<file path="src/hdl/rai_pkg.sv">
// Package for the register ALU instruction execute block.
// Holds the word and instruction types and the opcode, operation and error codes.
// Depends on nothing; every other file of the block but rai_ram imports it.
`default_nettype none

package rai_pkg;

   localparam int WORD_W = 16;

   typedef logic signed [WORD_W-1:0] word_type;
   typedef logic [WORD_W-1:0]        raw_word_type;
   typedef logic [2:0]               reg_num_type;

   // Instruction layout, most significant field first.
   typedef struct packed {
      logic [2:0]  opcode;
      logic [2:0]  operation;
      logic        imm;
      reg_num_type dest;
      reg_num_type src2;
      reg_num_type src1;
   } instr_type;

   localparam logic [2:0] OPC_HALT = 3'd0;
   localparam logic [2:0] OPC_MOVE = 3'd1;
   localparam logic [2:0] OPC_ALU  = 3'd2;

   localparam logic [2:0] OP_ADD  = 3'd0;
   localparam logic [2:0] OP_SUB  = 3'd1;
   localparam logic [2:0] OP_MUL  = 3'd2;
   localparam logic [2:0] OP_DIV  = 3'd3;
   localparam logic [2:0] OP_MOD  = 3'd4;
   localparam logic [2:0] OP_RSUB = 3'd5;
   localparam logic [2:0] OP_RMOD = 3'd6;
   localparam logic [2:0] OP_RDIV = 3'd7;

   localparam logic ERR_NONE     = 1'b0;
   localparam logic ERR_DIV_ZERO = 1'b1;

   localparam logic [1:0] WORDS_ONE = 2'd1;
   localparam logic [1:0] WORDS_TWO = 2'd2;

   // Divider status toward the sequencer.
   typedef struct packed {
      logic     done;
      word_type quotient;
      word_type remainder;
   } div_result_type;

endpackage

`default_nettype wire

</file>
<file path="src/hdl/rai_if.sv">
// Valid/ready channel interfaces for instruction beats and result beats.
// Depends on rai_pkg for the word types.
`default_nettype none

interface rai_req_if;
   import rai_pkg::*;

   logic         valid;
   logic         ready;
   raw_word_type instruction_word;
   word_type     immediate_word;

   modport source (output valid, output instruction_word, output immediate_word, input ready);
   modport sink   (input valid, input instruction_word, input immediate_word, output ready);
endinterface

interface rai_rsp_if;
   import rai_pkg::*;

   logic        valid;
   logic        ready;
   logic        halted;
   word_type    halt_value;
   logic        write_enable;
   reg_num_type write_register;
   word_type    write_value;
   logic [1:0]  words_used;
   logic        error_code;

   modport source (output valid, output halted, output halt_value, output write_enable,
                   output write_register, output write_value, output words_used,
                   output error_code, input ready);
   modport sink   (input valid, input halted, input halt_value, input write_enable,
                   input write_register, input write_value, input words_used,
                   input error_code, output ready);
endinterface

`default_nettype wire

</file>
<file path="src/hdl/register_alu_instruction_execute.sv">
// Executes one instruction beat at a time against eight signed 16-bit registers and
// returns one result beat per instruction. Add, subtract, multiply, move, halt, no-op and
// divide-by-zero instructions go from idle through the execute and done states back to
// idle; divide and modulo with a nonzero divisor also wait in the divide state on the
// shared divider that produces one quotient bit per cycle. The register file reads through
// a registered RAM port, with data in the cycle after the beat is taken; a result waiting
// on the output stalls the done state only when the next result is ready first. After
// reset all registers read as zero. Once a halt executes, later beats write nothing.
// Depends on rai_pkg, rai_if, rai_ram and rai_div.
`default_nettype none

module register_alu_instruction_execute #(
   parameter int REGISTER_COUNT = 8
) (
   input wire logic  clock,
   input wire logic  reset,
   rai_req_if.sink   req_bus,
   rai_rsp_if.source rsp_bus
);
   import rai_pkg::*;

   localparam int IDX_W = $clog2(REGISTER_COUNT);

   localparam logic [1:0] ST_IDLE = 2'd0;
   localparam logic [1:0] ST_EXEC = 2'd1;
   localparam logic [1:0] ST_DIV  = 2'd2;
   localparam logic [1:0] ST_DONE = 2'd3;

   logic [1:0]                state_ff, state_in;
   instr_type                 instr_ff;
   word_type                  imm_ff;
   logic                      halted_ff, halted_in;
   logic [REGISTER_COUNT-1:0] valid_ff, valid_in;
   logic                      rv_a_ff, rv_b_ff;

   logic                      p_halt_ff, p_halt_in;
   word_type                  p_hv_ff,   p_hv_in;
   logic                      p_we_ff,   p_we_in;
   word_type                  p_wval_ff, p_wval_in;
   logic                      p_err_ff,  p_err_in;

   logic                      out_valid_ff, out_valid_in;
   logic                      out_halted_ff, out_halted_in;
   word_type                  out_hv_ff, out_hv_in;
   logic                      out_we_ff, out_we_in;
   reg_num_type               out_wreg_ff, out_wreg_in;
   word_type                  out_wval_ff, out_wval_in;
   logic [1:0]                out_words_ff, out_words_in;
   logic                      out_err_ff, out_err_in;

   logic                      accept;
   instr_type                 req_instr;
   logic                      ram_we;
   logic [WORD_W-1:0]         rd_a, rd_b;
   word_type                  a_val, s1_val, b_val;
   word_type                  num, den;
   logic                      swap;
   logic signed [2*WORD_W-1:0] product;
   logic                      div_start;
   div_result_type            div_res;

   assign req_instr     = instr_type'(req_bus.instruction_word);
   assign req_bus.ready = (state_ff == ST_IDLE);
   assign accept        = req_bus.valid && req_bus.ready;

   // Port A reads the second source, port B the first.
   rai_ram #(
      .WIDTH (WORD_W),
      .DEPTH (REGISTER_COUNT)
   ) u_regs (
      .clock     (clock),
      .wr_en     (ram_we),
      .wr_addr   (instr_ff.dest[IDX_W-1:0]),
      .wr_data   (p_wval_ff),
      .rd_en     (accept),
      .rd_addr_a (req_instr.src2[IDX_W-1:0]),
      .rd_addr_b (req_instr.src1[IDX_W-1:0]),
      .rd_data_a (rd_a),
      .rd_data_b (rd_b)
   );

   rai_div u_div (
      .clock       (clock),
      .reset       (reset),
      .start       (div_start),
      .numerator   (num),
      .denominator (den),
      .result      (div_res)
   );

   always_comb begin
      a_val   = rv_a_ff ? word_type'(rd_a) : '0;
      s1_val  = rv_b_ff ? word_type'(rd_b) : '0;
      b_val   = instr_ff.imm ? imm_ff : s1_val;
      swap    = (instr_ff.operation == OP_RMOD) || (instr_ff.operation == OP_RDIV);
      num     = swap ? b_val : a_val;
      den     = swap ? a_val : b_val;
      product = a_val * b_val;
   end

   always_comb begin
      state_in      = state_ff;
      halted_in     = halted_ff;
      valid_in      = valid_ff;
      p_halt_in     = p_halt_ff;
      p_hv_in       = p_hv_ff;
      p_we_in       = p_we_ff;
      p_wval_in     = p_wval_ff;
      p_err_in      = p_err_ff;
      div_start     = 1'b0;
      ram_we        = 1'b0;
      out_valid_in  = out_valid_ff && !rsp_bus.ready;
      out_halted_in = out_halted_ff;
      out_hv_in     = out_hv_ff;
      out_we_in     = out_we_ff;
      out_wreg_in   = out_wreg_ff;
      out_wval_in   = out_wval_ff;
      out_words_in  = out_words_ff;
      out_err_in    = out_err_ff;

      unique case (state_ff)
         ST_IDLE: begin
            if (accept) begin
               state_in = ST_EXEC;
            end
         end
         ST_EXEC: begin
            p_halt_in = 1'b0;
            p_hv_in   = '0;
            p_we_in   = 1'b0;
            p_wval_in = '0;
            p_err_in  = ERR_NONE;
            state_in  = ST_DONE;
            if (!halted_ff) begin
               unique case (instr_ff.opcode)
                  OPC_HALT: begin
                     p_halt_in = 1'b1;
                     p_hv_in   = b_val;
                  end
                  OPC_MOVE: begin
                     p_we_in   = 1'b1;
                     p_wval_in = b_val;
                  end
                  OPC_ALU: begin
                     unique case (instr_ff.operation) inside
                        OP_ADD: begin
                           p_we_in   = 1'b1;
                           p_wval_in = a_val + b_val;
                        end
                        OP_SUB: begin
                           p_we_in   = 1'b1;
                           p_wval_in = a_val - b_val;
                        end
                        OP_MUL: begin
                           p_we_in   = 1'b1;
                           p_wval_in = word_type'(product[WORD_W-1:0]);
                        end
                        OP_RSUB: begin
                           p_we_in   = 1'b1;
                           p_wval_in = b_val - a_val;
                        end
                        OP_DIV, OP_MOD, OP_RMOD, OP_RDIV: begin
                           if (den == '0) begin
                              p_err_in = ERR_DIV_ZERO;
                           end else begin
                              div_start = 1'b1;
                              state_in  = ST_DIV;
                           end
                        end
                     endcase
                  end
                  default: begin
                  end
               endcase
            end
         end
         ST_DIV: begin
            if (div_res.done) begin
               p_we_in = 1'b1;
               if (instr_ff.operation == OP_DIV || instr_ff.operation == OP_RDIV) begin
                  p_wval_in = div_res.quotient;
               end else begin
                  p_wval_in = div_res.remainder;
               end
               state_in = ST_DONE;
            end
         end
         ST_DONE: begin
            // The register write and the result beat happen together, once the output is free.
            if (!out_valid_ff || rsp_bus.ready) begin
               out_valid_in  = 1'b1;
               out_halted_in = halted_ff || p_halt_ff;
               out_hv_in     = p_hv_ff;
               out_we_in     = p_we_ff;
               out_wreg_in   = p_we_ff ? instr_ff.dest : '0;
               out_wval_in   = p_wval_ff;
               out_words_in  = instr_ff.imm ? WORDS_TWO : WORDS_ONE;
               out_err_in    = p_err_ff;
               halted_in     = halted_ff || p_halt_ff;
               if (p_we_ff) begin
                  ram_we = 1'b1;
                  valid_in[instr_ff.dest[IDX_W-1:0]] = 1'b1;
               end
               state_in = ST_IDLE;
            end
         end
         default: begin
            state_in = ST_IDLE;
         end
      endcase
   end

   always_ff @(posedge clock) begin
      if (reset) begin
         state_ff     <= ST_IDLE;
         halted_ff    <= 1'b0;
         valid_ff     <= '0;
         out_valid_ff <= 1'b0;
      end else begin
         state_ff     <= state_in;
         halted_ff    <= halted_in;
         valid_ff     <= valid_in;
         out_valid_ff <= out_valid_in;
      end
      if (accept) begin
         instr_ff <= req_instr;
         imm_ff   <= req_bus.immediate_word;
         rv_a_ff  <= valid_ff[req_instr.src2[IDX_W-1:0]];
         rv_b_ff  <= valid_ff[req_instr.src1[IDX_W-1:0]];
      end
      p_halt_ff     <= p_halt_in;
      p_hv_ff       <= p_hv_in;
      p_we_ff       <= p_we_in;
      p_wval_ff     <= p_wval_in;
      p_err_ff      <= p_err_in;
      out_halted_ff <= out_halted_in;
      out_hv_ff     <= out_hv_in;
      out_we_ff     <= out_we_in;
      out_wreg_ff   <= out_wreg_in;
      out_wval_ff   <= out_wval_in;
      out_words_ff  <= out_words_in;
      out_err_ff    <= out_err_in;
   end

   assign rsp_bus.valid          = out_valid_ff;
   assign rsp_bus.halted         = out_halted_ff;
   assign rsp_bus.halt_value     = out_hv_ff;
   assign rsp_bus.write_enable   = out_we_ff;
   assign rsp_bus.write_register = out_wreg_ff;
   assign rsp_bus.write_value    = out_wval_ff;
   assign rsp_bus.words_used     = out_words_ff;
   assign rsp_bus.error_code     = out_err_ff;

endmodule

`default_nettype wire

</file>
<file path="src/hdl/rai_ram.sv">
// Generic RAM with one write port and two registered read ports.
// Depends on nothing.
`default_nettype none

module rai_ram #(
   parameter int WIDTH = 16,
   parameter int DEPTH = 8
) (
   input  wire logic                     clock,
   input  wire logic                     wr_en,
   input  wire logic [$clog2(DEPTH)-1:0] wr_addr,
   input  wire logic [WIDTH-1:0]         wr_data,
   input  wire logic                     rd_en,
   input  wire logic [$clog2(DEPTH)-1:0] rd_addr_a,
   input  wire logic [$clog2(DEPTH)-1:0] rd_addr_b,
   output logic      [WIDTH-1:0]         rd_data_a,
   output logic      [WIDTH-1:0]         rd_data_b
);

   logic [WIDTH-1:0] mem_ff [DEPTH];
   logic [WIDTH-1:0] rd_a_ff;
   logic [WIDTH-1:0] rd_b_ff;

   always_ff @(posedge clock) begin
      if (wr_en) begin
         mem_ff[wr_addr] <= wr_data;
      end
      if (rd_en) begin
         rd_a_ff <= mem_ff[rd_addr_a];
         rd_b_ff <= mem_ff[rd_addr_b];
      end
   end

   assign rd_data_a = rd_a_ff;
   assign rd_data_b = rd_b_ff;

endmodule

`default_nettype wire

</file>
<file path="src/hdl/rai_div.sv">
// Iterative signed 16-bit divider, one quotient bit per cycle, truncating toward zero.
// Depends on rai_pkg for the word and result types.
`default_nettype none

module rai_div (
   input  wire logic                    clock,
   input  wire logic                    reset,
   input  wire logic                    start,
   input  wire rai_pkg::word_type       numerator,
   input  wire rai_pkg::word_type       denominator,
   output rai_pkg::div_result_type      result
);
   import rai_pkg::*;

   localparam int CNT_W = $clog2(WORD_W);
   localparam logic [CNT_W-1:0] LAST_STEP = CNT_W'(WORD_W - 1);

   logic                busy_ff,  busy_in;
   logic                done_ff,  done_in;
   logic [CNT_W-1:0]    count_ff, count_in;
   logic [WORD_W-1:0]   rem_ff,   rem_in;
   logic [WORD_W-1:0]   quo_ff,   quo_in;
   logic [WORD_W-1:0]   den_ff,   den_in;
   logic                q_neg_ff, q_neg_in;
   logic                r_neg_ff, r_neg_in;

   logic [WORD_W:0]     shifted;
   logic [WORD_W:0]     trial;

   // The magnitude of -32768 is 32768, which still fits an unsigned word.
   always_comb begin
      shifted = {rem_ff, quo_ff[WORD_W-1]};
      trial   = shifted - {1'b0, den_ff};
   end

   always_comb begin
      busy_in  = busy_ff;
      done_in  = 1'b0;
      count_in = count_ff;
      rem_in   = rem_ff;
      quo_in   = quo_ff;
      den_in   = den_ff;
      q_neg_in = q_neg_ff;
      r_neg_in = r_neg_ff;
      if (start) begin
         busy_in  = 1'b1;
         count_in = '0;
         rem_in   = '0;
         quo_in   = numerator[WORD_W-1] ? WORD_W'(-numerator) : WORD_W'(numerator);
         den_in   = denominator[WORD_W-1] ? WORD_W'(-denominator) : WORD_W'(denominator);
         q_neg_in = numerator[WORD_W-1] ^ denominator[WORD_W-1];
         r_neg_in = numerator[WORD_W-1];
      end else if (busy_ff) begin
         if (!trial[WORD_W]) begin
            rem_in = trial[WORD_W-1:0];
            quo_in = {quo_ff[WORD_W-2:0], 1'b1};
         end else begin
            rem_in = shifted[WORD_W-1:0];
            quo_in = {quo_ff[WORD_W-2:0], 1'b0};
         end
         count_in = count_ff + 1'b1;
         if (count_ff == LAST_STEP) begin
            busy_in = 1'b0;
            done_in = 1'b1;
         end
      end
   end

   always_ff @(posedge clock) begin
      if (reset) begin
         busy_ff <= 1'b0;
         done_ff <= 1'b0;
      end else begin
         busy_ff <= busy_in;
         done_ff <= done_in;
      end
      count_ff <= count_in;
      rem_ff   <= rem_in;
      quo_ff   <= quo_in;
      den_ff   <= den_in;
      q_neg_ff <= q_neg_in;
      r_neg_ff <= r_neg_in;
   end

   assign result.done      = done_ff;
   assign result.quotient  = q_neg_ff ? word_type'(-quo_ff) : word_type'(quo_ff);
   assign result.remainder = r_neg_ff ? word_type'(-rem_ff) : word_type'(rem_ff);

endmodule

`default_nettype wire

</file>
<file path="src/flat_wrapper.sv">
// flat-port wrapper written by rule: the top's interface ports become plain ports
module register_alu_instruction_execute_flat import rai_pkg::*;
#(
   parameter int REGISTER_COUNT = 8
)
  (clock, reset, req_bus_valid, req_bus_instruction_word, req_bus_immediate_word, req_bus_ready, rsp_bus_valid, rsp_bus_halted, rsp_bus_halt_value, rsp_bus_write_enable, rsp_bus_write_register, rsp_bus_write_value, rsp_bus_words_used, rsp_bus_error_code, rsp_bus_ready);
  rai_req_if req_bus_i ();
  rai_rsp_if rsp_bus_i ();
  input wire logic clock;
  input wire logic reset;
  input wire logic [$bits(req_bus_i.valid)-1:0] req_bus_valid;
  input wire logic [$bits(req_bus_i.instruction_word)-1:0] req_bus_instruction_word;
  input wire logic [$bits(req_bus_i.immediate_word)-1:0] req_bus_immediate_word;
  output wire logic [$bits(req_bus_i.ready)-1:0] req_bus_ready;
  output wire logic [$bits(rsp_bus_i.valid)-1:0] rsp_bus_valid;
  output wire logic [$bits(rsp_bus_i.halted)-1:0] rsp_bus_halted;
  output wire logic [$bits(rsp_bus_i.halt_value)-1:0] rsp_bus_halt_value;
  output wire logic [$bits(rsp_bus_i.write_enable)-1:0] rsp_bus_write_enable;
  output wire logic [$bits(rsp_bus_i.write_register)-1:0] rsp_bus_write_register;
  output wire logic [$bits(rsp_bus_i.write_value)-1:0] rsp_bus_write_value;
  output wire logic [$bits(rsp_bus_i.words_used)-1:0] rsp_bus_words_used;
  output wire logic [$bits(rsp_bus_i.error_code)-1:0] rsp_bus_error_code;
  input wire logic [$bits(rsp_bus_i.ready)-1:0] rsp_bus_ready;
  assign req_bus_i.valid = req_bus_valid;
  assign req_bus_i.instruction_word = req_bus_instruction_word;
  assign req_bus_i.immediate_word = req_bus_immediate_word;
  assign req_bus_ready = req_bus_i.ready;
  assign rsp_bus_valid = rsp_bus_i.valid;
  assign rsp_bus_halted = rsp_bus_i.halted;
  assign rsp_bus_halt_value = rsp_bus_i.halt_value;
  assign rsp_bus_write_enable = rsp_bus_i.write_enable;
  assign rsp_bus_write_register = rsp_bus_i.write_register;
  assign rsp_bus_write_value = rsp_bus_i.write_value;
  assign rsp_bus_words_used = rsp_bus_i.words_used;
  assign rsp_bus_error_code = rsp_bus_i.error_code;
  assign rsp_bus_i.ready = rsp_bus_ready;
  register_alu_instruction_execute #(.REGISTER_COUNT(REGISTER_COUNT)) u_core (.clock(clock), .reset(reset), .req_bus(req_bus_i), .rsp_bus(rsp_bus_i));
endmodule
</file>
<file path="config.mk">
export PLATFORM = sky130hd
export DESIGN_NAME = register_alu_instruction_execute_flat
export DESIGN_NICKNAME = d
export VERILOG_FILES = /design/src/hdl/rai_pkg.sv /design/src/hdl/rai_if.sv /design/src/hdl/register_alu_instruction_execute.sv /design/src/hdl/rai_ram.sv /design/src/hdl/rai_div.sv /design/src/flat_wrapper.sv
export SDC_FILE = /design/constraint.sdc
export NUM_CORES = 1
export LEC_CHECK = 0
export ABC_AREA = 1
export BUFFER_PORTS_ARGS = -buffer_cell sky130_fd_sc_hd__buf_2
export CORE_MARGIN = 4
export CORE_UTILIZATION = 25
export CTS_CLUSTER_DIAMETER = 120
export CTS_CLUSTER_SIZE = 28
export DETAILED_ROUTE_END_ITERATION = 10
export GPL_ROUTABILITY_DRIVEN = 0
export GPL_TIMING_DRIVEN = 0
export PLACE_DENSITY = 0.38
export SYNTH_ARGS = -nofsm -noshare
export SYNTH_HDL_FRONTEND = slang
export SYNTH_SLANG_ARGS = --single-unit
</file>
<file path="constraint.sdc">
create_clock -name clock -period 7.4 [get_ports clock]
set_clock_uncertainty 0.05 [all_clocks]
set_input_delay 0 -clock clock [delete_from_list [all_inputs] [get_ports clock]]
set_output_delay 0 -clock clock [all_outputs]
set_load 0.005 [all_outputs]
</file>
==> results of run 1 <==
## registers in the layout, summed over array words and instances, names as in the netlist, 2 cells and up
register                       cells
u_core.u_regs.mem_ff             128
u_core.imm_ff                     16
u_core.p_hv_ff                    16
u_core.p_wval_ff                  16
u_core.rsp_bus.halt_value         16
u_core.rsp_bus.write_value        16
u_core.u_div.den_ff               16
u_core.u_div.quo_ff               16
u_core.u_div.rem_ff               16
u_core.u_regs.rd_data_a           16
u_core.u_regs.rd_data_b           16
u_core.instr_ff                   10
u_core.valid_ff                    8
u_core.u_div.count_ff              4
u_core.rsp_bus.write_register      3
u_core.rsp_bus.words_used          2
u_core.state_ff                    2
## worst paths after layout
kind / end / cells past startpoint / slack, ns
min reg2reg: u_core.rsp_bus.halt_value[0] / 0 / 0.37
max: u_core.p_wval_ff[14] / 31 / 0.21
max reg2reg: u_core.p_wval_ff[14] / 31 / 0.21
min: u_core.instr_ff[6] / 2 / 0.06
## layout make-up
class | instances | area share [%]
inverter | 417 | 6.12
sequential | 331 | 37.1
timing repair buffer | 125 | 3.64
multi-input combinational | 1794 | 43.2
buffer | 92 | 1.77
clock inverter | 8 | 0.542
tap | 1176 | 5.69
clock buffer | 24 | 1.87
## stage by stage
stage	TNS, ns	cells	setup slack [ns]	cell area (um^2)
3_5_place_dp	-1.76	3901	-0.494	24800
3_3_place_gp	-1.86	3886	-0.499	24600
6_report	0	3967	0.209	25800
4_1_cts	0	3962	0.0598	25800
5_1_grt	0	3967	0.0139	25800
2_1_floorplan	0	2636	1.09	22700
## worst max-delay path, delay by kind of cell (launching register included)
kind / cells / cell delay, ns
AO/OA/AOI/OAI: 4 / 0.75
XOR/XNOR: 1 / 0.13
adder cells (fa/ha/maj): 7 / 3.02
buffers and inverters: 10 / 1.19
flip-flops: 1 / 0.43
AND/OR/NAND/NOR: 9 / 1.37
## cell families after synthesis
family	count (synthesis)
compound gates	613
xor+xnor	71
fa+ha+maj	207
buf+inv	511
flops	331
simple gates	903
## power by group through the flow
stage / registers, W / clock network (W) / logic, W
final: 0.00282 / 0.00121 / 0.00466
after global routing: 0.00286 / 0.00134 / 0.00524
after CTS: 0.00283 / 0.00127 / 0.00463
after detailed placement: 0.00286 / 0 / 0.00458
after global placement: 0.00288 / 0 / 0.00453
after floorplan: 0.00268 / 0 / 0.00314
## cells in the final DEF (no fill, tap or decap), drive strengths merged, types with 2 or more instances in the layout
cell / synthesis / layout
o22ai: 19 / 19
nand3b: 5 / 5
fa: 82 / 82
o311ai: 2 / 2
o21ai: 281 / 281
o221ai: 2 / 2
o21bai: 4 / 4
o31ai: 14 / 14
a31oi: 40 / 40
a21o: 2 / 2
o2bb2ai: 2 / 2
nand4: 4 / 4
nor3: 45 / 45
a22oi: 12 / 12
xnor2: 16 / 16
dfxtp: 34 / 34
clkinvlp: 0 / 4
nor4: 6 / 6
clkbuf: 65 / 87
a21oi: 184 / 184
nor3b: 3 / 3
inv: 405 / 404
nand2: 488 / 488
dlygate4sd3: 0 / 31
clkinv: 12 / 17
ha: 125 / 125
nor2: 252 / 252
buf: 29 / 123
nand3: 87 / 87
o211ai: 41 / 41
xor2: 55 / 55
edfxtp: 297 / 297
or2: 12 / 12
## routing by layer
metal  part of all wire [%]  up-vias  track usage [%]  wire [um]
met5                      0        -                0          0
li1                       -     9088                -          -
met4                    2.2        0             3.80       1880
met3                    5.3       91             1.79       4530
met2                     45      596             28.5      38700
met1                     47     9438             25.1      40100
## what timing repair did
| action | CTS | global route |
|---|---|---|
| buffers inserted | 0 | 5 |
| setup endpoints to repair | 6 | 5 |
| gates resized for setup | 4 | 8 |
| endpoints found under the hold margin | 55 | 0 |
| hold buffers | 31 | 0 |
==> run summary, run 1 <==
The average footprint of a synthesized cell is 8.63 um^2. The portion of synthesized area spent on multiplexers is 0%. The number of endpoints failing setup at the final stage was 0.

By count the netlist is led by 464 x sky130_fd_sc_hd__nand2_1, 390 x sky130_fd_sc_hd__inv_1, 297 x sky130_fd_sc_hd__edfxtp_1. For the count of unresolved DRC violations after routing, the log shows 0. The CTS root buffer is sky130_fd_sc_hd__clkbuf_16. The most used cell along the critical path is sky130_fd_sc_hd__inv_1. Measured along the x axis, the die boundary spans 310 um. For this run, the number of Yosys warnings is 0. The worst register-to-register path begins at u_core.instr_ff[9].

The clock passes through at most 3 buffers. Dividing total power by cell area gives a power density of 337 nW/um^2. The tools report the total standard cell area after synthesis as 22,700 um^2. The critical path launch point type is a flop.

The tightest hold path in the finished design has a slack of 0.0581 ns. After layout, the worst path uses 97.2% of the clock period. The startpoint of the worst setup timing path was u_core.instr_ff[9]. In this run, the clock network consumes 13.9% of the power. In this run the tightest slew margin relative to its limit is 31.7%. The cell with the most instances after synthesis is sky130_fd_sc_hd__nand2_1. Cell internal power was estimated by the tool at 0.00453 W.

Pin placement for this block handled 78 I/O pins. Number of CTS-inserted buffers: 18. The max-cap check violation count was 0; the total core area was 90,100 um^2. For the net load switching power, the log shows 0.00417 W. For the aggregate routed wire length, the log shows 85,200 um. The global-route congestion overflow total is 0, and the minimum clock period is 7.19 ns. IR analysis of the VDD net gives a maximum drop of 0.180 mV. Clock-pin slew was measured on the worst setup and hold paths at 0.11 ns.

The average routed wire per standard cell was 21.5 um; the required time of the critical path was 7.69 ns. The main flop type after synthesis is sky130_fd_sc_hd__edfxtp_1. The number of flops mapped to enable cells by yosys was 297. Via count of the first global-routing pass: 18,800.

Of the total power, the share spent switching nets is 47.9%. Summing the areas of all fa, ha and maj instances in the mapped netlist gives 14.1% of the synthesized area. After synthesis, the share of flip-flops with an asynchronous set or reset is 0%.

STA classifies the critical path endpoint as a flop. For this configuration, the core starts out at a cell density of 25.2%. The design draws 0.00870 W.

The logs give 10.7 nW for the leakage power summed over all cells and 0 for the number of slew-limit violations in the final report. After filler insertion, the fill cell instance count of the layout stands at 9,562. Data on the critical path arrives at its endpoint at 7.48 ns.

The cell type contributing the most total cell area after synthesis was sky130_fd_sc_hd__edfxtp_1. The number of storage elements in the synthesis netlist was 331. The depth of the CTS H-tree is 1, and the number of port buffers is 74.

The first global-routing pass estimated 125,000 um of wire. In this design, the stage delay of the slowest critical-path cell is 0.57 ns. The post-synthesis xor/xnor area fraction is 2.73%, and the overall fraction of global-route tracks in use is 17.5%. The detail route stage leaves a number of antenna-violating nets equal to 0.

The synthesized netlist devotes 15.3% of its cell area to compound gates. The tools report the maximum number of pins on one net before global-route repair as 44. The tree built by TritonCTS fans out to 331 sinks. The tools report the post-synth net total as 2,879. The floorplan die height is 310 um. The die covers 95,900 um^2. The repair_antennas step left the layout with diodes totalling 0. The initialized floorplan defines 110 standard-cell rows. After technology mapping, the gate count stands at 2,636. Along the worst path, the maximum fanout reaches 10. The logs give 139 MHz for the upper clock frequency limit and 5 for the length of the first detailed-routing pass in iterations.

Of the total power, registers draw 32.5%. The slowest stage of the critical path belongs to the cell sky130_fd_sc_hd__fa_1. The area added between synthesis and finish came out at 13.6%. TritonCTS built the clock tree. Summing the areas of all and, or, nand and nor instances in the mapped netlist gives 16.8% of the synthesized area.

Count of different cell masters after synthesis: 61. After synthesis, the largest family of logic cells by area is simple AND/OR/NAND/NOR gates. Of the total power, combinational logic draws 53.6%. After synthesis, the cell types taking the most area are sky130_fd_sc_hd__edfxtp_1 39%, sky130_fd_sc_hd__nand2_1 7.7%, sky130_fd_sc_hd__fa_1 7.2%, sky130_fd_sc_hd__ha_1 6.9%, sky130_fd_sc_hd__inv_1 6.4%.

The number of hold violations in the final report was 0. At the end of the flow the core is filled with cells to 28.7%. The worst-skew pair later-pin latency is 0.60 ns, and the post-synthesis sequential area ratio is 42.2%. The initial antenna violation count was 1; the detail-routed via count per cell was 4.84. Setup repair after global routing left no endpoint under its margin. Detailed placement finished with a half-perimeter wire length of 64,900 um. The layout net count came out at 3,022.

The min-delay analysis places its worst path in the category input pin to flop. The slew of the pin with the lowest slew margin is 1.03 ns. Start point of the worst hold path: req_bus_instruction_word[6].

The worst setup path is of the flop to flop kind. The detailed router finished its first iteration with 1,614 violations. The top cell type by area accounts for 39.2% of the synthesized area. For this block, the via count after detailed routing is 19,200. In the final layout, the multi-input gates occupy 11,200 um^2.

The run finished with clean final reports. Of the cells placed in the final design, the portion with a size suffix greater than 1 is 8.89%. Summing all flip-flop and latch instances after layout gives 9600 um^2.
Note: power is estimated with default switching activity, not from simulation.
==> run 2, diff against run 1 <==
==> constraint.sdc (replaced) <==
create_clock -name clock -period 7.05 [get_ports clock]
set_clock_uncertainty 0.05 [all_clocks]
set_input_delay 0 -clock clock [delete_from_list [all_inputs] [get_ports clock]]
set_output_delay 0 -clock clock [all_outputs]
set_load 0.005 [all_outputs]
==> run 2 against run 1 <==
Against the previous run:
- power increased by 5.6%
- worst setup slack lost 0.013 ns
- global-route usage unchanged
- critical endpoint unchanged
- final cell count up 0.13%
- worst hold slack got worse by 0.0012 ns
- final area increased by 0.41%
- largest cell class unchanged
- maximum frequency rose by 4.9%
==> run summary, run 2 (synthesis gave the netlist of run 1 again) <==
The floorplan die height was 310 um (unchanged); the highest net fanout along the worst path was 10 (unchanged). The average routed wire per standard cell is 21.5 um (about the same). The worst setup path is launched from a flop.

The register containing the most flip-flops in the final layout is u_core.u_regs.mem_ff. The tools report the internal power as 0.00478 W (+5.5%). The number of CTS-inserted buffers was 18 (unchanged); the relative slew slack was 31.7% (+0.083 points).

For the number of hold violations in the final report, the log shows 0 (unchanged). The run gives 0 (unchanged) as the total inserted antenna cells. The clock power share was 13.9% (about the same). The accumulated negative setup slack is 0 ns (unchanged). The slew of the pin with the lowest slew margin was 1.02 ns (-0.00125 ns). The length of the first detailed-routing pass in iterations was 6 (+1); the overall power of the completed layout was 0.00919 W (+5.6%). For the met1 track demand over resource, the log shows 25.1% (-0.051 points). Classification of the worst setup path: flop to flop. The family with the most delay on the worst path was adder cells. The clock transition at the registers of the reported paths came out at 0.11 ns (about the same). The count of unresolved DRC violations after routing came out at 0 (unchanged). The run gives 3,027 (+0.17%) as the layout net count. The run gives 0.190 mV (+5.5%) as the peak supply drop. First-pass GRT wire length: 125,000 um (about the same). The register share of total power was 32.3% (-0.2 points); the initial cell density of the core was 25.2% (unchanged). The busiest layer in global routing is met2. The worst path buffer plus inverter count is 10 (unchanged), and the detail-routed via count per cell is 4.84 (-0.12%). The max-cap check violation count is 0 (unchanged). Relative to the synthesized area, the layout overhead comes to 14.1%. The most used cell along the critical path is sky130_fd_sc_hd__inv_1. The minimum clock period is 6.85 ns (-0.337 ns). The library cell used most frequently in the layout, excluding fill and tap cells, is sky130_fd_sc_hd__nand2_1.

For the aggregate routed wire length, the log shows 85,300 um (about the same). Leaving out fill and tap cells, the most frequent cells in the layout are 460 x sky130_fd_sc_hd__nand2_1, 384 x sky130_fd_sc_hd__inv_1, 297 x sky130_fd_sc_hd__edfxtp_1. The switching power share of the total came out at 48.0% (+0.069 points). The logs give 18,800 (+0.059%) for the via count of the first global-routing pass and 0 (unchanged) for the global-route congestion overflow total.

The tightest hold margin came out at 0.0569 ns (-0.00118 ns). The overall fraction of global-route tracks in use is 17.5% (unchanged), and the maximum number of pins on one net before global-route repair is 44 (unchanged). The total vias in the final route was 19,200 (+0.010%).

The worst-skew pair later-pin latency was 0.60 ns (about the same). The number of port buffers came out at 74 (unchanged). The delay contributed by the slowest stage of the critical path works out to 0.57 ns (about the same). The initial antenna violation count was 0 (-1). The clock sink count was 331 (unchanged). The ratio of total power to cell area was 354 nW/um^2 (+5.2%). STA classifies the critical path endpoint as a flop.

The run gives 78 (unchanged) as the number of top-level pins. Number of antenna-violating nets in the routed design: 0 (unchanged). The total non-filler cell area in the finished layout was 25,900 um^2 (+0.41%). For the net load switching power, the log shows 0.00441 W (+5.8%). The floorplan row count is 110 (unchanged). The logs give 0 (unchanged) for the number of endpoints failing setup at the final stage and 1 (unchanged) for the depth of the CTS H-tree. The area used by sequential logic in the layout came out at 9600 um^2 (unchanged). The deepest clock path buffer count is 3 (unchanged), and the total core area is 90,100 um^2 (unchanged). The run gives 10.7 nW (+0.36%) as the leakage power summed over all cells. TritonCTS built the clock tree.

The flow ran to the end, and the final reports show no timing, DRC or antenna violations. Final period utilization: 97.2% (about the same). The met2 track utilization from global routing was 28.5% (about the same). The tools report the total area of multi-input combinational cells as 11,200 um^2 (+0.56%). The die span in x was 310 um (unchanged); the number of slew-limit violations in the final report was 0 (unchanged). The largest individual stage delay along the critical path comes from the cell sky130_fd_sc_hd__fa_1. CTS placed an instance of sky130_fd_sc_hd__clkbuf_16 at the clock tree root. The number of flip-flops in the largest register was 128 (unchanged); the share of post-route cells with drive strength above 1 was 9.51% (+0.63 points).

The tools report the required time of the critical path as 7.34 ns (-0.35 ns). The total half-perimeter wirelength after legalization and detailed placement came out at 64,900 um (unchanged). The run gives 1.83% (+0.041 points) as the routing usage on met3.

The worst hold path belongs to the class input pin to flop. The critical path arrival is 7.15 ns (-0.33 ns), and the filler cell count is 9,553 (-0.094%). Standard cell area after detailed placement: 24,800 um^2 (unchanged). The upper clock frequency limit was 146 MHz (+4.9%); the part of the power in combinational logic was 53.8% (+0.2 points). The area of the die came out at 95,900 um^2 (unchanged).

The run gives 1,531 (-5.1%) as the number of design-rule violations left by the first detailed-router iteration.
[run 2: cell types whose count changed in the layout (fill, tap and decap cells not counted), sizes merged]
cell	change
inv	-1
buf	+5
clkinvlp	+1
[run 2: final timing paths]
kind | startpoint | endpoint | slack (ns) | depth (start not counted)
hold reg to reg | u_core.p_hv_ff[0] | u_core.rsp_bus.halt_value[0] | 0.37 | 0
setup / recovery | u_core.instr_ff[9] | u_core.p_wval_ff[14] | 0.20 | 31
hold / removal | req_bus_instruction_word[6] | u_core.instr_ff[6] | 0.06 | 2
setup reg to reg | u_core.instr_ff[9] | u_core.p_wval_ff[14] | 0.20 | 31
[run 2: power groups by stage]
stage | Sequential, W | Combinational [W] | Clock, W
after floorplan | 0.00282 | 0.00329 | 0
after global placement | 0.00302 | 0.00476 | 0
after detailed placement | 0.00301 | 0.00481 | 0
after CTS | 0.00297 | 0.00488 | 0.00133
after global routing | 0.00300 | 0.00555 | 0.00140
final | 0.00296 | 0.00495 | 0.00128
[run 2: per-layer routing]
layer,part of all wire (%),wire length (um)
met5,0,0
met3,5.7,4870
met4,2.2,1890
met2,45,38800
met1,47,39700
[run 2: metrics by stage]
stage | instances | worst slack (ns) | utilization [%]
2_1_floorplan | 2636 | 0.743 | -
3_3_place_gp | 3886 | -0.849 | 27.3
3_5_place_dp | 3901 | -0.844 | 27.5
4_1_cts | 3964 | 0.0333 | 28.6
5_1_grt | 3972 | -0.0310 | 28.8
6_report | 3972 | 0.195 | 28.8
[run 2: repair_timing]
item / CTS / global route
resized for setup: 16 / 24
endpoints found under the setup margin: 9 / 5
hold endpoints to repair: 55 / 0
pin swaps: 0 / 1
buffers inserted: 2 / 8
hold buffers: 31 / 0
[run 2: area by class of cell]
cell class,count,share of cell area (%)
repair buffers,130,3.67
well taps,1176,5.67
multi-input cells,1794,43.3
inverters,417,6.16
flip-flops and latches,331,37.0
plain buffers,92,1.82
clock buffers,24,1.86
clock inverters,8,0.540
==> run 3, diff against run 2 <==
--- a/config.mk
+++ b/config.mk
@@ -14,7 +14,7 @@
 export DETAILED_ROUTE_END_ITERATION = 10
 export GPL_ROUTABILITY_DRIVEN = 0
 export GPL_TIMING_DRIVEN = 0
-export PLACE_DENSITY = 0.38
+export PLACE_DENSITY = 0.39
 export SYNTH_ARGS = -nofsm -noshare
 export SYNTH_HDL_FRONTEND = slang
 export SYNTH_SLANG_ARGS = --single-unit
==> constraint.sdc (replaced) <==
create_clock -name clock -period 5.8 [get_ports clock]
set_clock_uncertainty 0.05 [all_clocks]
set_input_delay 0 -clock clock [delete_from_list [all_inputs] [get_ports clock]]
set_output_delay 0 -clock clock [all_outputs]
set_load 0.005 [all_outputs]
==> run 3 against run 2 <==
Against the previous run:
- the flow now finishes with violations (negative setup slack)
- worst hold slack better by 0.0098 ns
- critical path depth is 1 lower
- die area stayed put
- largest power group unchanged
==> run summary, run 3 (synthesis gave the netlist of run 1 again) <==
The flow ran to the end, but the final reports show violations. The checks that failed: negative setup slack. Share of the core filled with cells: 30.4% (+1.7 points). The length of the first detailed-routing pass in iterations came out at 6 (unchanged).

On the critical path, the stage with the largest delay is an instance of sky130_fd_sc_hd__fa_1. The deepest clock path buffer count is 3 (unchanged). For the total vias in the final route, the log shows 19,700 (+2.3%).

The logs give 86,800 um (+1.8%) for the aggregate routed wire length and 64,400 um (-0.86%) for the total half-perimeter wirelength after legalization and detailed placement. The number of port buffers is 74 (unchanged), and the cell count after placement is 3,902 (+0.026%). Most used cell along the critical path: sky130_fd_sc_hd__fa_1. The number of slew-limit violations in the final report was 0 (unchanged); the hold-critical path depth was 2 (unchanged).

First-pass GRT wire length: 126,000 um (+1.2%). The slew of the pin with the lowest slew margin was 1.00 ns (-0.0211 ns). The logic depth of the worst register-to-register path is 30 (-3.2%). The worst setup path is launched from a flop.

The register containing the most flip-flops in the final layout is u_core.u_regs.mem_ff. The final period utilization was 107% (+9.6 points). The tools report the endpoint kind of the worst setup timing path as a flop. The tools report the CTS root buffer as sky130_fd_sc_hd__clkbuf_16.

The tools report the peak supply drop as 0.293 mV (+54%). The ratio of total power to cell area came out at 445 nW/um^2 (+26%). The run gives 18 (unchanged) as the number of CTS-inserted buffers. The setup slack after layout is -0.394 ns (-0.589 ns), and the minimum clock period is 6.19 ns (-0.661 ns). The run gives 95,900 um^2 (unchanged) as the area of the die. The startpoint of the worst-slack reg-to-reg timing path is u_core.instr_ff[9]. The logs give 0 (unchanged) for the count of unresolved DRC violations after routing and 17.6% (+0.17 points) for the overall fraction of global-route tracks in use. The run gives 46 (+4.5%) as the maximum number of pins on one net before global-route repair.

The run gives 25.2% (unchanged) as the initial cell density of the core. The cell family contributing the most delay on the critical path is adder cells. Startpoint of the worst setup timing path: u_core.instr_ff[9]. Number of hold violations in the final report: 0 (unchanged). The floorplan die height came out at 310 um (unchanged). The run gives 110 (unchanged) as the floorplan row count. The setup path with the least slack is of type flop to flop. TritonCTS built the clock tree. The global-route congestion overflow total is 0 (unchanged), and the worst path buffer plus inverter count is 9 (-1). The delay contributed by the slowest stage of the critical path was 0.55 ns (-0.02 ns); the relative slew slack was 32.8% (+1.0 points). The worst hold path belongs to the class input pin to flop. The worst-skew pair later-pin latency came out at 0.59 ns (about the same).

Share of post-route cells with drive strength above 1: 15.3% (+5.8 points). Leaving out fill and tap cells, the most frequent cell in the layout is sky130_fd_sc_hd__nand2_1. The tools report the initial antenna violation count as 1 (+1). Layout net count: 3,113 (+2.8%). The average routed wire per standard cell works out to 21.4 um (-0.34%). The number of flip-flops in the largest register was 128 (unchanged); the max-cap check violation count was 0 (unchanged). The endpoint identified for the worst register-to-register timing path is u_core.p_wval_ff[15]. The run gives 11.3 nW (+5.3%) as the leakage power summed over all cells.

The clock sink count was 331 (unchanged). The number of endpoints failing setup at the final stage came out at 5 (+5). The number of design-rule violations left by the first detailed-router iteration is 1,834 (+20%). The highest net fanout along the worst path was 6 (-4). The clock transition at the registers of the reported paths was 0.11 ns (about the same); the count of non-filler cells in the finished layout was 4,057 (+2.1%). Leaving out fill and tap cells, the most frequent cells in the layout are 438 x sky130_fd_sc_hd__nand2_1, 362 x sky130_fd_sc_hd__inv_1, 297 x sky130_fd_sc_hd__edfxtp_1. The tools report the sink of the worst hold path as u_core.instr_ff[6].

The placement-stage worst setup slack is -1.65 ns (-0.802 ns). The required time of the critical path is 6.11 ns (-1.23 ns), and the reg-to-reg setup timing slack is -0.39 ns (-0.59 ns). The detail-routed via count per cell works out to 4.85 (+0.16%).

The run gives 19,100 (+1.9%) as the via count of the first global-routing pass. The tools report the start point of the worst hold path as req_bus_instruction_word[6]. The critical path arrival was 6.51 ns (-0.64 ns); the area added between synthesis and finish was 20.6%. The number of top-level pins came out at 78 (unchanged).

The upper clock frequency limit came out at 161 MHz (+11%). The die span in x was 310 um (unchanged). Setup repair after global routing could not meet its margin everywhere. Number of antenna-violating nets in the routed design: 0 (unchanged). The accumulated negative setup slack is -1.23 ns (-1.23 ns), and the total core area is 90,100 um^2 (unchanged). The tools report the depth of the CTS H-tree as 1 (unchanged).
[run 3: power by group]
| part | internal (W) | total, W | switching [W] |
|---|---|---|---|
| Clock | 0.000616 | 0.00152 | 0.000903 |
| Sequential | 0.00318 | 0.00361 | 0.000428 |
| Combinational | 0.00262 | 0.00709 | 0.00448 |
| Total | 0.00641 | 0.0122 | 0.00581 |
[run 3: layout make-up]
type / count / area [um^2]
fill: 9486 / 62700
multi-input combinational: 1795 / 11800
sequential: 331 / 9600
timing repair buffer: 216 / 1740
inverter: 417 / 1680
tap: 1176 / 1470
buffer: 91 / 564
clock buffer: 23 / 469
clock inverter: 7 / 113
antenna: 1 / 2.50
[run 3: repair_timing]
item,CTS,global route
setup buffers,61,33
pin swaps,37,49
gates cloned,1,3
endpoints found under the hold margin,55,0
resized for setup,146,76
hold buffers,29,0
setup endpoints to repair,11,9
[run 3: metal layers]
metal  vias to the layer above  part of all wire (%)  track usage [%]
met4                         0                   2.6             4.31
met1                      9561                    46             25.0
met5                         -                     0                0
met3                       114                   5.5             1.85
li1                       9285                     -                -
met2                       698                    46             28.9
[run 3: how the worst max path moves through the flow]
stage | end | slack (ns) | depth (start not counted)
5_1_grt | u_core.p_wval_ff[15] | -0.59 | 30
3_3_place_gp | u_core.p_wval_ff[13] | -1.56 | 30
6_report | u_core.p_wval_ff[15] | -0.39 | 30
2_1_floorplan | u_core.p_wval_ff[14] | -0.05 | 28
3_5_place_dp | u_core.p_wval_ff[13] | -1.65 | 28
4_1_cts | u_core.p_wval_ff[15] | -0.40 | 27
[run 3: per-stage QoR]
step	instance area, um^2	power (W)	hold slack (ns)
finish	27400	0.0122	0.0667
global route	27400	0.0132	0.0447
CTS	26800	0.0118	0.0311
detailed placement	24900	0.00956	0.128
global placement	24600	0.00949	0.126
floorplan	22800	0.00748	0.0489
